File: src/hw/rtl/wcp_pkg.sv
// Package for the wave container parser: parse phases, result kinds,
// error codes, chunk tags and size constants. No dependencies.
`timescale 1ns / 1ps

package wcp_pkg;

    localparam int DEFAULT_COUNT_WIDTH = 32;

    typedef enum logic [2:0] {
        PH_RIFF,
        PH_HEADER,
        PH_FMT,
        PH_SKIP,
        PH_PAYLOAD
    } phase_t;

    localparam logic [1:0] KIND_HEADER  = 2'd0;
    localparam logic [1:0] KIND_PAYLOAD = 2'd1;
    localparam logic [1:0] KIND_FAIL    = 2'd2;

    localparam logic [2:0] ERR_OK        = 3'd0;
    localparam logic [2:0] ERR_SHORT     = 3'd1;
    localparam logic [2:0] ERR_NO_RIFF   = 3'd2;
    localparam logic [2:0] ERR_NO_WAVE   = 3'd3;
    localparam logic [2:0] ERR_NOT_PCM   = 3'd4;
    localparam logic [2:0] ERR_NO_DATA   = 3'd5;
    localparam logic [2:0] ERR_TRUNCATED = 3'd6;
    localparam logic [2:0] ERR_SHORT_FMT = 3'd7;

    localparam logic [31:0] TAG_RIFF = 32'h5249_4646;
    localparam logic [31:0] TAG_WAVE = 32'h5741_5645;
    localparam logic [31:0] TAG_FMT  = 32'h666D_7420;
    localparam logic [31:0] TAG_DATA = 32'h6461_7461;

    localparam logic [63:0] MIN_LENGTH   = 64'd44;
    localparam logic [63:0] FIRST_CHUNK  = 64'd12;
    localparam logic [63:0] FMT_BYTES    = 64'd16;
    localparam logic [63:0] HEADER_BYTES = 64'd8;

    localparam logic [0:0] REG_STREAM_LENGTH = 1'b0;

endpackage

File: src/hw/rtl/wave_container_parser_core.sv
// Wave container parser top level: byte-serial RIFF/WAVE header walker.
// Depends on wcp_pkg.
`timescale 1ns / 1ps

// Usage:
//   Input channel (byte_valid/byte_ready) carries one file byte per transfer;
//   start_of_stream on a byte restarts parsing with that byte as byte 0.
//   Output channel (result_valid/result_ready) carries data headers, payload
//   bytes and parse failures; zero or one result per input byte.
//   stream_length is written over the APB port (address 0) while idle.
// Timing:
//   Each byte is parsed in the cycle it is transferred; its result sits in
//   the output register from the next cycle. Throughput is one byte per
//   cycle while the receiver takes results, set by the single output register.
//   byte_ready = !result_valid || result_ready, so a stalled receiver holds
//   the pending result and blocks further input until it is taken.
// Reset:
//   rst_n clears the parse state, stream_length and the output valid.
//   After a failure, a zero-length data header or the last payload byte, bytes
//   are dropped until the next start_of_stream.
module wave_container_parser_core
    import wcp_pkg::*;
#(
    parameter int COUNT_WIDTH = DEFAULT_COUNT_WIDTH
) (
    input  logic        clk,
    input  logic        rst_n,

    input  logic        psel,
    input  logic        penable,
    input  logic        pwrite,
    input  logic [2:0]  paddr,
    input  logic [31:0] pwdata,
    output logic [31:0] prdata,
    output logic        pready,

    input  logic        byte_valid,
    output logic        byte_ready,
    input  logic [7:0]  in_byte,
    input  logic        start_of_stream,

    output logic        result_valid,
    input  logic        result_ready,
    output logic [1:0]  result_kind,
    output logic [7:0]  payload_byte,
    output logic        payload_last,
    output logic [1:0]  format_code,
    output logic        format_seen,
    output logic [31:0] sample_rate,
    output logic [31:0] payload_length,
    output logic [2:0]  error_code
);

    logic [31:0]            stream_length_reg;
    logic [COUNT_WIDTH-1:0] pos_reg, pos_next;
    phase_t                 phase_reg, phase_next;
    logic [31:0]            tag_reg, tag_next;
    logic [31:0]            size_reg, size_next;
    logic [32:0]            left_reg, left_next;
    logic [63:0]            fmt_reg, fmt_next;
    logic                   fvalid_reg, fvalid_next;
    logic                   finished_reg, finished_next;

    logic        out_valid_reg;
    logic [1:0]  kind_reg;
    logic [7:0]  pbyte_reg;
    logic        plast_reg;
    logic [1:0]  fcode_reg;
    logic        fseen_reg;
    logic [31:0] rate_reg;
    logic [31:0] plen_reg;
    logic [2:0]  err_reg;

    logic        fire_next;
    logic [1:0]  kind_next;
    logic [7:0]  pbyte_next;
    logic        plast_next;
    logic [1:0]  fcode_next;
    logic        fseen_next;
    logic [31:0] rate_next;
    logic [31:0] plen_next;
    logic [2:0]  err_next;

    // effective state after an optional restart
    logic                   take;
    logic [COUNT_WIDTH-1:0] eff_pos;
    phase_t                 eff_phase;
    logic [31:0]            eff_tag;
    logic [31:0]            eff_size;
    logic [32:0]            eff_left;
    logic [63:0]            eff_fmt;
    logic                   eff_fvalid;
    logic                   eff_done;

    logic [COUNT_WIDTH-1:0] pos_inc;
    logic [63:0]            next64;
    logic [63:0]            len64;
    logic [31:0]            tag_shift;
    logic [2:0]             hdr_idx;
    logic [3:0]             fmt_idx;
    logic [31:0]            size_new;
    logic [63:0]            hdr_adv;
    logic [63:0]            fmt_adv;
    logic [63:0]            adv_n;
    logic                   adv_fail;
    logic                   riff_len_fail;
    logic                   riff_tag_fail;
    logic                   wave_tag_fail;
    logic                   riff_adv_fail;
    logic                   fmt_short;
    logic                   data_trunc;
    logic                   pcm_fail;
    logic [32:0]            left_dec;

    assign pready = 1'b1;
    assign prdata = (paddr[2:2] == REG_STREAM_LENGTH) ? stream_length_reg : 32'd0;

    assign byte_ready = !out_valid_reg || result_ready;
    assign take       = byte_valid && byte_ready;

    assign eff_pos    = start_of_stream ? '0 : pos_reg;
    assign eff_phase  = start_of_stream ? PH_RIFF : phase_reg;
    assign eff_tag    = start_of_stream ? 32'd0 : tag_reg;
    assign eff_size   = start_of_stream ? 32'd0 : size_reg;
    assign eff_left   = start_of_stream ? 33'd0 : left_reg;
    assign eff_fmt    = start_of_stream ? 64'd0 : fmt_reg;
    assign eff_fvalid = start_of_stream ? 1'b0 : fvalid_reg;
    assign eff_done   = start_of_stream ? 1'b0 : finished_reg;

    assign pos_inc   = eff_pos + COUNT_WIDTH'(1);
    assign next64    = 64'(pos_inc);
    assign len64     = 64'(stream_length_reg);
    assign tag_shift = {eff_tag[23:0], in_byte};
    assign hdr_idx   = 3'(3'd0 - eff_left[2:0]);
    assign fmt_idx   = 4'(4'd0 - eff_left[3:0]);
    assign left_dec  = eff_left - 33'd1;

    always_comb
    begin
        size_new = eff_size;
        case (hdr_idx)
            3'd4:    size_new = {24'd0, in_byte};
            3'd5:    size_new[15:8]  = in_byte;
            3'd6:    size_new[23:16] = in_byte;
            3'd7:    size_new[31:24] = in_byte;
            default: size_new = eff_size;
        endcase
    end

    assign hdr_adv  = 64'(size_new) + 64'(size_new[0]);
    assign fmt_adv  = 64'(eff_size) - FMT_BYTES + 64'(eff_size[0]);
    assign adv_n    = (eff_phase == PH_FMT) ? fmt_adv : hdr_adv;
    assign adv_fail = (next64 + adv_n + HEADER_BYTES) >= len64;

    assign riff_len_fail = (eff_pos == '0) && (len64 < MIN_LENGTH);
    assign riff_tag_fail = (eff_pos == COUNT_WIDTH'(3)) && (tag_shift != TAG_RIFF);
    assign wave_tag_fail = (eff_pos == COUNT_WIDTH'(11)) && (tag_shift != TAG_WAVE);
    assign riff_adv_fail = (FIRST_CHUNK + HEADER_BYTES) >= len64;
    assign fmt_short     = (size_new < 32'(FMT_BYTES)) || ((next64 + FMT_BYTES) > len64);
    assign data_trunc    = (next64 + 64'(size_new)) > len64;
    assign pcm_fail      = (eff_tag | {16'd0, in_byte, 8'd0}) != 32'd1;

    // next parse state
    always_comb
    begin
        pos_next      = pos_reg;
        phase_next    = phase_reg;
        tag_next      = tag_reg;
        size_next     = size_reg;
        left_next     = left_reg;
        fmt_next      = fmt_reg;
        fvalid_next   = fvalid_reg;
        finished_next = finished_reg;
        if (take)
        begin
            pos_next      = eff_pos;
            phase_next    = eff_phase;
            tag_next      = eff_tag;
            size_next     = eff_size;
            left_next     = eff_left;
            fmt_next      = eff_fmt;
            fvalid_next   = eff_fvalid;
            finished_next = eff_done;
            if (!eff_done)
            begin
                pos_next = pos_inc;
                case (eff_phase)
                    PH_RIFF:
                    begin
                        if (riff_len_fail)
                        begin
                            finished_next = 1'b1;
                        end
                        else
                        begin
                            tag_next = tag_shift;
                            if (riff_tag_fail || wave_tag_fail)
                            begin
                                finished_next = 1'b1;
                            end
                            else if (eff_pos == COUNT_WIDTH'(11))
                            begin
                                tag_next = 32'd0;
                                if (riff_adv_fail)
                                begin
                                    finished_next = 1'b1;
                                end
                                else
                                begin
                                    phase_next = PH_HEADER;
                                    left_next  = 33'(HEADER_BYTES);
                                end
                            end
                        end
                    end
                    PH_HEADER:
                    begin
                        if (hdr_idx < 3'd4)
                        begin
                            tag_next = tag_shift;
                        end
                        else
                        begin
                            size_next = size_new;
                        end
                        left_next = {30'd0, 3'(eff_left[2:0] - 3'd1)};
                        if (hdr_idx == 3'd7)
                        begin
                            if (eff_tag == TAG_FMT)
                            begin
                                if (fmt_short)
                                begin
                                    finished_next = 1'b1;
                                end
                                else
                                begin
                                    phase_next = PH_FMT;
                                    left_next  = 33'(FMT_BYTES);
                                end
                            end
                            else if (eff_tag == TAG_DATA)
                            begin
                                if (data_trunc || size_new == 32'd0)
                                begin
                                    finished_next = 1'b1;
                                end
                                else
                                begin
                                    phase_next = PH_PAYLOAD;
                                    left_next  = 33'(size_new);
                                end
                            end
                            else if (adv_fail)
                            begin
                                finished_next = 1'b1;
                            end
                            else if (adv_n == 64'd0)
                            begin
                                phase_next = PH_HEADER;
                                left_next  = 33'(HEADER_BYTES);
                            end
                            else
                            begin
                                phase_next = PH_SKIP;
                                left_next  = adv_n[32:0];
                            end
                        end
                    end
                    PH_FMT:
                    begin
                        left_next = {28'd0, 5'(eff_left[4:0] - 5'd1)};
                        case (fmt_idx)
                            4'd0:    tag_next = {24'd0, in_byte};
                            4'd1:    finished_next = pcm_fail;
                            4'd2:    fmt_next[39:32] = in_byte;
                            4'd3:    fmt_next[47:40] = in_byte;
                            4'd4:    fmt_next[7:0]   = in_byte;
                            4'd5:    fmt_next[15:8]  = in_byte;
                            4'd6:    fmt_next[23:16] = in_byte;
                            4'd7:    fmt_next[31:24] = in_byte;
                            4'd14:   fmt_next[55:48] = in_byte;
                            4'd15:   fmt_next[63:56] = in_byte;
                            default: fmt_next = eff_fmt;
                        endcase
                        if (fmt_idx == 4'd15)
                        begin
                            fvalid_next = 1'b1;
                            if (adv_fail)
                            begin
                                finished_next = 1'b1;
                            end
                            else if (adv_n == 64'd0)
                            begin
                                phase_next = PH_HEADER;
                                left_next  = 33'(HEADER_BYTES);
                            end
                            else
                            begin
                                phase_next = PH_SKIP;
                                left_next  = adv_n[32:0];
                            end
                        end
                    end
                    PH_SKIP:
                    begin
                        left_next = left_dec;
                        if (left_dec == 33'd0)
                        begin
                            phase_next = PH_HEADER;
                            left_next  = 33'(HEADER_BYTES);
                        end
                    end
                    PH_PAYLOAD:
                    begin
                        left_next = left_dec;
                        if (left_dec == 33'd0)
                        begin
                            finished_next = 1'b1;
                        end
                    end
                    default:
                    begin
                        finished_next = 1'b1;
                    end
                endcase
            end
        end
    end

    // result of the current byte
    always_comb
    begin
        fire_next  = 1'b0;
        kind_next  = KIND_HEADER;
        pbyte_next = 8'd0;
        plast_next = 1'b0;
        fcode_next = 2'd0;
        fseen_next = 1'b0;
        rate_next  = 32'd0;
        plen_next  = 32'd0;
        err_next   = ERR_OK;
        if (!eff_done)
        begin
            case (eff_phase)
                PH_RIFF:
                begin
                    if (riff_len_fail)
                    begin
                        err_next = ERR_SHORT;
                    end
                    else if (riff_tag_fail)
                    begin
                        err_next = ERR_NO_RIFF;
                    end
                    else if (wave_tag_fail)
                    begin
                        err_next = ERR_NO_WAVE;
                    end
                    else if (eff_pos == COUNT_WIDTH'(11) && riff_adv_fail)
                    begin
                        err_next = ERR_NO_DATA;
                    end
                end
                PH_HEADER:
                begin
                    if (hdr_idx == 3'd7)
                    begin
                        if (eff_tag == TAG_FMT)
                        begin
                            if (fmt_short)
                            begin
                                err_next = ERR_SHORT_FMT;
                            end
                        end
                        else if (eff_tag == TAG_DATA)
                        begin
                            if (data_trunc)
                            begin
                                err_next = ERR_TRUNCATED;
                            end
                            else
                            begin
                                fire_next = 1'b1;
                                plen_next = size_new;
                                if (eff_fvalid)
                                begin
                                    fcode_next = {eff_fmt[47:32] != 16'd1,
                                                  eff_fmt[63:48] != 16'd8};
                                    fseen_next = 1'b1;
                                    rate_next  = eff_fmt[31:0];
                                end
                            end
                        end
                        else if (adv_fail)
                        begin
                            err_next = ERR_NO_DATA;
                        end
                    end
                end
                PH_FMT:
                begin
                    if (fmt_idx == 4'd1 && pcm_fail)
                    begin
                        err_next = ERR_NOT_PCM;
                    end
                    else if (fmt_idx == 4'd15 && adv_fail)
                    begin
                        err_next = ERR_NO_DATA;
                    end
                end
                PH_PAYLOAD:
                begin
                    fire_next  = 1'b1;
                    kind_next  = KIND_PAYLOAD;
                    pbyte_next = in_byte;
                    plast_next = (left_dec == 33'd0);
                end
                default:
                begin
                    fire_next = 1'b0;
                end
            endcase
            if (err_next != ERR_OK)
            begin
                fire_next = 1'b1;
                kind_next = KIND_FAIL;
            end
        end
    end

    always_ff @(posedge clk or negedge rst_n)
    begin
        if (!rst_n)
        begin
            stream_length_reg <= 32'd0;
            pos_reg           <= '0;
            phase_reg         <= PH_RIFF;
            tag_reg           <= 32'd0;
            size_reg          <= 32'd0;
            left_reg          <= 33'd0;
            fmt_reg           <= 64'd0;
            fvalid_reg        <= 1'b0;
            finished_reg      <= 1'b0;
            out_valid_reg     <= 1'b0;
        end
        else
        begin
            if (psel && penable && pwrite && paddr[2:2] == REG_STREAM_LENGTH)
            begin
                stream_length_reg <= pwdata;
            end
            pos_reg      <= pos_next;
            phase_reg    <= phase_next;
            tag_reg      <= tag_next;
            size_reg     <= size_next;
            left_reg     <= left_next;
            fmt_reg      <= fmt_next;
            fvalid_reg   <= fvalid_next;
            finished_reg <= finished_next;
            if (take && fire_next)
            begin
                out_valid_reg <= 1'b1;
            end
            else if (result_ready)
            begin
                out_valid_reg <= 1'b0;
            end
        end
    end

    always_ff @(posedge clk)
    begin
        if (take && fire_next)
        begin
            kind_reg  <= kind_next;
            pbyte_reg <= pbyte_next;
            plast_reg <= plast_next;
            fcode_reg <= fcode_next;
            fseen_reg <= fseen_next;
            rate_reg  <= rate_next;
            plen_reg  <= plen_next;
            err_reg   <= err_next;
        end
    end

    assign result_valid   = out_valid_reg;
    assign result_kind    = kind_reg;
    assign payload_byte   = pbyte_reg;
    assign payload_last   = plast_reg;
    assign format_code    = fcode_reg;
    assign format_seen    = fseen_reg;
    assign sample_rate    = rate_reg;
    assign payload_length = plen_reg;
    assign error_code     = err_reg;

endmodule

File: config.mk
export PLATFORM = sky130hd
export DESIGN_NAME = wave_container_parser_core
export DESIGN_NICKNAME = d
export VERILOG_FILES = /design/src/hw/rtl/wcp_pkg.sv /design/src/hw/rtl/wave_container_parser_core.sv
export SDC_FILE = /design/constraint.sdc
export NUM_CORES = 1
export LEC_CHECK = 0
export BUFFER_PORTS_ARGS = -buffer_cell sky130_fd_sc_hd__buf_2
export CAP_MARGIN = 20
export CORE_AREA = 5 5 303 231
export CTS_CLUSTER_SIZE = 16
export DETAILED_ROUTE_END_ITERATION = 10
export DIE_AREA = 0 0 308 236
export HOLD_SLACK_MARGIN = 0.08
export PLACE_DENSITY = 0.68
export SLEW_MARGIN = 20
export SYNTH_ARGS = -nofsm -noshare
export SYNTH_HDL_FRONTEND = slang
export SYNTH_SLANG_ARGS = --single-unit
File: constraint.sdc
create_clock -name clk -period 10.19 [get_ports clk]
set_input_delay 1.5285 -clock clk [delete_from_list [all_inputs] [get_ports clk]]
set_output_delay 1.5285 -clock clk [all_outputs]
set_load 0.02 [all_outputs]
Yosys cells after proc, flatten, opt, wreduce, memory -nomap -nowiden
Cells that the tools add are included.
- output and inout bits: 116
- word-level logic and storage cells: 211
- register bits: 312
- input port bits: 51
- equal/unequal tests: 26
- bitwise logic cells: 7
- reduce and logical (&&, ||, !) cells: 28
- $lt $le $gt $ge: 7
- muxes and demuxes: 111
- add/sub/neg operators: 13
- operators by type and width (operator ; count):
    $mux 32 ; 15
    $mux 33 ; 14
    $mux 64 ; 4
    $pmux 33 s5 ; 1
    $pmux 32 s3 ; 1
    $mux 3 ; 27
    $mux 8 ; 9
    $gt 33x32->1 ; 2
    $add 32x64->64 ; 1
    $add 64x4->64 const B ; 1
    $eq 32x31->1 const B ; 2
    $ge 64x32->1 ; 1
    $logic_not 32->1 ; 2
    $logic_not 64->1 ; 1
    $ne 32x31->1 const B ; 2
    $pmux 8 s2 ; 3
    $add 33x2->34 ; 1
    $add 32x1->33 ; 1
    $add 32x32->33 ; 1
    $add 32x5->33 const B ; 1
    $logic_not 33->1 ; 1
    $sub 32x5->33 const B ; 1
    $sub 33x1->33 const B ; 1
    $add 32x1->32 const B ; 1
    other kinds (39) ; 98

Depth between registers and ports, before layout
Gate-level depths: netlist (run 1).
- depth after elaboration: 20
- mapped depth: 54
- gate-level depth less buffers: 40

Worst setup path before layout (run 1)
No wires, ideal clock.
- path kind: in2reg
- start point: input start_of_stream
- end point: register err_reg[0] (netlist: error_code[0]) (enable)
- arrival: 12735 ps
- path buffers: 14
- cell stages on the path: 44
- slack: -2990 ps
- library setup time: 445 ps
- required time: 9745 ps
- cells stage by stage: buf_2 -> buf_2 -> buf_2 -> buf_2 -> buf_2 -> buf_2 -> clkbuf_1 -> clkbuf_1 -> buf_1 -> clkbuf_1 -> clkbuf_1 -> nor2b_1 -> inv_1 -> ha_1 -> buf_2 -> clkbuf_1 -> buf_2 -> o21ai_0 -> (+8 left out) -> o21ai_0 -> or2_2 -> a2111oi_0 -> nor4_1 -> or2_2 -> a21bo_2 -> xor2_1 -> ha_1 -> nand4_1 -> nor2_1 -> nand4_1 -> nor2b_1 -> or4_1 -> a211oi_1 -> and2_1 -> nand2_1 -> nand2_1 -> o21a_1
- cells in the longest elaborated chain, start to end: 19
- elaborated cells on any way between the ends: 74
- classes of those cells: add/sub: 10; order compare: 4; eq/ne: 16; mux: 32; bitwise: 1; reduce/logical: 11
- ends and longest elaborated chain (element ; RTL line ; RTL):
    start: declaration ; wave_container_parser_core.sv:40 ; input logic start_of_stream,
    $mux 33 ; wave_container_parser_core.sv:125 ; assign eff_left = start_of_stream ? 33'd0 : left_reg;
    $sub 1x3->3 ; wave_container_parser_core.sv:134 ; assign hdr_idx = 3'(3'd0 - eff_left[2:0]);
    $eq 3x3->1 ; wave_container_parser_core.sv:141 ; case (hdr_idx)
    $mux 8 * ; wave_container_parser_core.sv:141 ;
    via size_new[1] ; wave_container_parser_core.sv:101 ; logic [31:0] size_new;
    $add 32x1->33 ; wave_container_parser_core.sv:150 ; assign hdr_adv = 64'(size_new) + 64'(size_new[0]);
    $mux 64 ; wave_container_parser_core.sv:152 ; assign adv_n = (eff_phase == PH_FMT) ? fmt_adv : hdr_adv;
    $add 32x64->64 ; wave_container_parser_core.sv:153 ; assign adv_fail = (next64 + adv_n + HEADER_BYTES) >= len64;
    (+4 left out) ; - ;
    $mux 3 ; wave_container_parser_core.sv:368 ; if (eff_tag == TAG_FMT)
    $mux 3 ; wave_container_parser_core.sv:366 ; if (hdr_idx == 3'd7)
    $pmux 3 s3 ; wave_container_parser_core.sv:344 ; case (eff_phase)
    $mux 3 ; wave_container_parser_core.sv:342 ; if (!eff_done)
    $reduce_bool 3->1 ; wave_container_parser_core.sv:423 ; if (err_next != ERR_OK)
    $mux 1 * ; wave_container_parser_core.sv:423 ;
    $mux 1 * ; wave_container_parser_core.sv:342 ;
    $logic_and 1x1->1 * ; wave_container_parser_core.sv:473 ; if (take && fire_next)
    end signal: assignment ; wave_container_parser_core.sv:482 ; err_reg <= err_next;
    end: declaration ; wave_container_parser_core.sv:72 ; logic [2:0] err_reg;
Mark *: on every way through the listed nets, which the timed path passes. The rest lies on a longest branch. The select of a mux whose other input is x is not followed.
A chain may end at the register's enable or synchronous reset.

Final worst setup path (run 1)
- start point: input start_of_stream
- end point: register fcode_reg[1] (netlist: format_code[1]), data pin
- cells in the longest elaborated chain, start to end: 7
- elaborated cells on any way between the ends: 29
- classes of those cells: add/sub: 3; order compare: 1; eq/ne: 8; mux: 12; bitwise: 4; reduce/logical: 1
- ends and longest elaborated chain (element ; RTL line ; RTL):
    parallel branches: the longest is 7 deep, another holds $add 32x32->33 ; - ;
    end signal: assignment ; wave_container_parser_core.sv:478 ; fcode_reg <= fcode_next;
    end: declaration ; wave_container_parser_core.sv:68 ; logic [1:0] fcode_reg;
Parallel ways; which one is timed is not known.

==> run metrics, run 1 <==
ys async rst share 0.7404; pwr/cell area 116.7 mW/mm2; CTS root buf clkbuf_16; Hold Buf Count CTS 0; Hold Path Class reg -> reg; Post-synth EDFFs 81; status completed; Slowest Stage Delay on Critical Path 0.50 ns; ratio of cells with drive above 1 in the final layout 0.1888; 1st-pass router iterations 9; Ports 167; uppermost layer routed met4; CTS tree done; CTS Buffer Depth 3; WL per Instance 23.32 um; Max Cap Viol 0; final core occ 0.4738; Clock Sinks 312; Filler cells 6331; met3 WL 14190 um; total gr overflow 0; fmax 102.6 MHz; Via density 6.156; most frequent CP cell buf_4; RSZ-0062 raised after global routing false; Worst setup EP type flip-flop; post-DP HPWL 80120 um; Leakage 14.77 nW; H-Tree Depth 2; DR vias 27250; Worst Path Max Fanout 35; Req. time, crit path 10.61 ns; peak supply drop 0.0001105 V; area delta synth->final 19.32%; DIE HEIGHT 236 um; initial antenna violation count 1; Multi-input gate area 0.01741 mm2; Reg area 0.008213 mm2; Seq/Total Area, Yosys 0.3116; Die Area 0.07269 mm2; commonest non-fill, non-tap cell in the layout nand2_1; Post-Syn Area 0.02636 mm2; Final setup viols 0; setup TNS 0 ns; Iteration-0 DRC Markers 3448; largest net degree at the start of global routing 140; endpoints failing hold 0; RePlAce Congestion 1.041; met1 WL 45400 um; Seq cells post-synth 312; met2 wire len 40670 um; slew of the pin with the lowest slew margin 1.226 ns; vias in the first global route 24470; Core ar. 0.06638 mm2; Worst Clk Skew 0.03646 ns; drt total wl 103200 um; row count 82; most frequent cells in the layout nand2_1, nor2_1, buf_4; CP Launch Type primary input; Largest register FFs 64; Skew-Pair Late Insertion Delay 0.59 ns; cell count after synthesis 3199; WP data arrival 10.17 ns; slowest CP cell or4_4; Worst Path Buf+Inv 8; PortBufs 163; antenna-violating nets left 0; Clock Pin Slew Worst Setup and Hold Paths 0.06 ns; die outline width 308 um; CP Class in -> reg; initial cell density of the core 0.3971; CP top delay family simple AND/OR/NAND/NOR gates; syn nets 3453; Global Route Usage Sum 0.2705; Tcrit/Tclk final 0.9565; Synth Flop Type dfrtp_1; Tmin final 9.747 ns; post-synthesis cell type count 101; CTS Buf Count 37; nets 3770; Slew Viols, Final 0; first-pass GRT wire length 154500 um; Post-route DRC 0; Slew headroom 0.1709; Warnings, synthesis 0; Avg Inst Size Synth 8.239 um2
layer usage:
layer,up-vias,GRT usage
met5,-,0
met3,142,0.09605
met2,1540,0.3618
met4,0,0.07060
met1,13050,0.4088
li1,12520,-
kinds of logic after synthesis:
group / synth area share
compound gates: 0.2329
simple gates: 0.2384
flops: 0.3116
buf+inv: 0.04614
mux: 0.02397
fa+ha+maj: 0.09693
other cells: 0.0001423
xor+xnor: 0.04984
per-stage QoR:
step                      total power [mW]  area [um2]  instances  setup slack (ns)  hold WS, ns
final                                3.671       31450       4427            0.4428       0.4954
after global routing                 3.824       31450       4426           0.02698       0.5087
after CTS                            3.659       31430       4424            0.5966       0.4950
after detailed placement             2.329       30270       4358           0.06176       0.4687
after global placement               2.315       30270       4358            0.1135       0.4529
after floorplan                      1.964       26930       3199         0.0009059       0.4416
synth_stat cells, types with 19 or more instances:
library cell | instances | area [um2]
a31oi_1 | 38 | 237.7
a21oi_1 | 171 | 855.8
and2_1 | 60 | 375.4
o21ai_0 | 242 | 1211
a22o_1 | 83 | 727.0
nor2_1 | 298 | 1119
o211ai_1 | 21 | 157.7
a22oi_1 | 43 | 322.8
or2_2 | 29 | 181.4
nand2b_1 | 30 | 187.7
mux2i_1 | 19 | 190.2
o31ai_1 | 25 | 187.7
nand3_1 | 85 | 425.4
or3_1 | 22 | 137.6
nor4_1 | 75 | 469.2
mux2_2 | 38 | 427.9
nor3_1 | 90 | 450.4
edfxtp_1 | 81 | 2432
xnor2_1 | 109 | 954.7
nand2_1 | 318 | 1194
dfrtp_1 | 231 | 5781
nand4_1 | 58 | 362.9
o21a_1 | 29 | 217.7
clkbuf_1 | 137 | 514.2
a21o_1 | 62 | 465.5
a211oi_1 | 22 | 165.2
o22ai_1 | 20 | 125.1
xor2_1 | 41 | 359.1
ha_1 | 201 | 2515
and3_1 | 32 | 200.2
or4_1 | 38 | 285.3
inv_1 | 128 | 480.5
nor2b_1 | 37 | 231.5
layout make-up:
cell class | count | area share
diodes | 2 | 0.0001591
clock buffers | 52 | 0.03218
clock inverters | 14 | 0.004734
inverters | 134 | 0.01599
multi-input cells | 2577 | 0.5537
flip-flops and latches | 312 | 0.2611
well taps | 882 | 0.03509
repair buffers | 454 | 0.09699
worst paths after layout:
path                                  from                     to  slack [ns]  depth (start not counted)
setup / recovery           start_of_stream         format_code[1]        0.44                         38
hold / removal                  fmt_reg[3]             fmt_reg[3]        0.50                          1
setup reg to reg               left_reg[0]         format_code[1]        1.01                         36
hold reg to reg                 fmt_reg[3]             fmt_reg[3]        0.50                          1
max in group asynchronous            rst_n            fmt_reg[18]        7.79                          2
min in group asynchronous            rst_n  stream_length_reg[30]        1.00                          1
power breakdown:
| part | internal [mW] | switching [mW] | total (mW) | leakage [nW] |
|---|---|---|---|---|
| logic | 0.338 | 0.592 | 0.930 | 10.2 |
| registers | 1.33 | 0.0783 | 1.41 | 4.04 |
| clock network | 0.748 | 0.581 | 1.33 | 0.561 |
worst reg2reg max path: cells and delay by family, from the launching register on:
family | cells | cell delay, ns
buf+inv | 6 | 1.12
simple gates | 13 | 3.02
xor+xnor | 2 | 0.40
fa+ha+maj | 3 | 0.96
compound gates | 12 | 3.06
flops | 1 | 0.49
timing repair:
item | CTS | global route
setup buffers | 0 | 0
endpoints found under the setup margin | 0 | 83
gates resized for setup | 0 | 1
No activity file was read; power rests on OpenSTA's default activity.
==> run 2, diff against run 1 <==
CTS_BUF_LIST = sky130_fd_sc_hd__clkbuf_16   (was not set)
PLACE_DENSITY = 0.66   (was 0.68)
clock period = 9.4 ns   (was 10.19 ns; I/O delays follow)
==> run metrics, run 2 (synthesis gave the netlist of run 1 again) <==
status completed (unchanged); Multi-input gate area 0.01762 mm2 (was 0.01741 mm2); fmax 109.1 MHz; area delta synth->final 24.74% (was 19.32%); commonest non-fill, non-tap cell in the layout buf_4 (was nand2_1); largest net degree at the start of global routing 134 (was 140); Hold Path Class reg -> reg (unchanged); initial cell density of the core 0.3971 (unchanged); slowest CP cell a2111oi_4 (was or4_4); Reg area 0.008213 mm2 (unchanged); Slew headroom 0.2794 (was 0.1709); Tcrit/Tclk final 0.9752; peak supply drop 0.0001107 V (was 0.0001105 V); Skew-Pair Late Insertion Delay 0.57 ns (was 0.59 ns); fin cells 4585 (was 4427); WHS 0.4809 ns (was 0.4954 ns); CTS root buf clkbuf_16 (unchanged); Filler cells 6335 (was 6331); Post-route DRC 0 (unchanged); placed cell count 4505 (was 4358); DR vias 27730 (was 27250); CTS Buffer Depth 3 (unchanged); Worst Clk Skew 0.01805 ns (was 0.03646 ns); setup TNS 0 ns (unchanged); ratio of cells with drive above 1 in the final layout 0.2341 (was 0.1888); WL per Instance 23.23 um (was 23.32 um); Max Cap Viol 0 (unchanged); CP Class in -> reg (unchanged); Worst Path Max Fanout 39 (was 35); Via density 6.048 (was 6.156); RePlAce Congestion 1.016 (was 1.041); Ports 167 (unchanged); 1st-pass router iterations 6 (was 9); Tmin final 9.167 ns; Global Route Usage Sum 0.2806 (was 0.2705); die outline width 308 um (unchanged); first-pass GRT wire length 159900 um (was 154500 um); H-Tree Depth 2 (unchanged); Final setup viols 0 (unchanged); pwr/cell area 121.7 mW/mm2 (was 116.7 mW/mm2); final core occ 0.4953 (was 0.4738); Iteration-0 DRC Markers 3584 (was 3448); antenna-violating nets left 0 (unchanged); row count 82 (unchanged); initial antenna violation count 8 (was 1); Req. time, crit path 9.67 ns (was 10.61 ns); slew of the pin with the lowest slew margin 1.071 ns (was 1.226 ns); Clock Pin Slew Worst Setup and Hold Paths 0.06 ns (about the same); CTS tree done (unchanged); DIE HEIGHT 236 um (unchanged); Largest register FFs 64 (unchanged); Slew Viols, Final 0 (unchanged); CP top delay family compound AO/OA/AOI/OAI gates (was simple AND/OR/NAND/NOR gates); vias in the first global route 25380 (was 24470); drt total wl 106500 um (was 103200 um); PortBufs 163 (unchanged); nets 3927 (was 3770); Die Area 0.07269 mm2 (unchanged); CP Launch Type primary input (unchanged); Clock Sinks 312 (unchanged); CTS Buf Count 36 (was 37); WP data arrival 9.44 ns (was 10.17 ns); total gr overflow 0 (unchanged); Leakage 15.64 nW (was 14.77 nW); most frequent CP cell buf_4 (unchanged); most frequent cells in the layout buf_4, nand2_1, nor2_1 (was nand2_1, nor2_1, buf_4); post-DP HPWL 83270 um (was 80120 um); Tot Pwr 4.000 mW (was 3.671 mW); Core ar. 0.06638 mm2 (unchanged); endpoints failing hold 0 (unchanged); Worst Path Buf+Inv 10 (was 8); Worst setup EP type flip-flop (unchanged); Hold Buf Count CTS 0 (unchanged); Slowest Stage Delay on Critical Path 0.40 ns (was 0.50 ns)
-- run 2: final timing paths --
kind	from	end	slack [ns]	depth (start not counted)
min reg2reg	fvalid_reg	fvalid_reg	0.48	1
min in group asynchronous	rst_n	stream_length_reg[29]	0.92	1
max in group asynchronous	rst_n	fmt_reg[18]	7.09	2
max reg2reg	size_reg[7]	payload_length[10]	0.59	36
min	fvalid_reg	fvalid_reg	0.48	1
max	start_of_stream	payload_length[10]	0.23	43
-- run 2: repair_timing --
item / CTS / global route
buffers inserted: 0 / 12
pin swaps: 0 / 15
endpoints found under the setup margin: 81 / 117
gates resized for setup: 2 / 46
cloned: 0 / 0
-- run 2: routing by layer --
layer | wire, um | GRT usage
met1 | 48970 | 0.4377
met2 | 42460 | 0.3860
met3 | 12980 | 0.07480
met4 | 2099 | 0.05670
met5 | 13 | 0
-- run 2: area by class of cell --
cell class                 instances  share of cell area
multi-input combinational       2577              0.5359
sequential                       312              0.2498
timing repair buffer             612              0.1302
tap                              882             0.03357
clock buffer                      36             0.02740
inverter                         134             0.01530
clock inverter                    29            0.007573
antenna                            3           0.0002283
-- run 2: stage by stage --
step                      setup WS, ns  cell area [um2]
final                           0.2332            32880
after global routing          -0.03684            32880
after CTS                      0.06072            32600
after detailed placement       -0.6083            31440
after global placement         -0.3821            31440
after floorplan                -0.6051            26970
-- run 2: report_power, final --
part           switching [mW]  total (mW)  internal, mW
clock network           0.616        1.41         0.789
registers              0.0855        1.53          1.45
logic                   0.667        1.06         0.397
total                    1.37        4.00          2.63
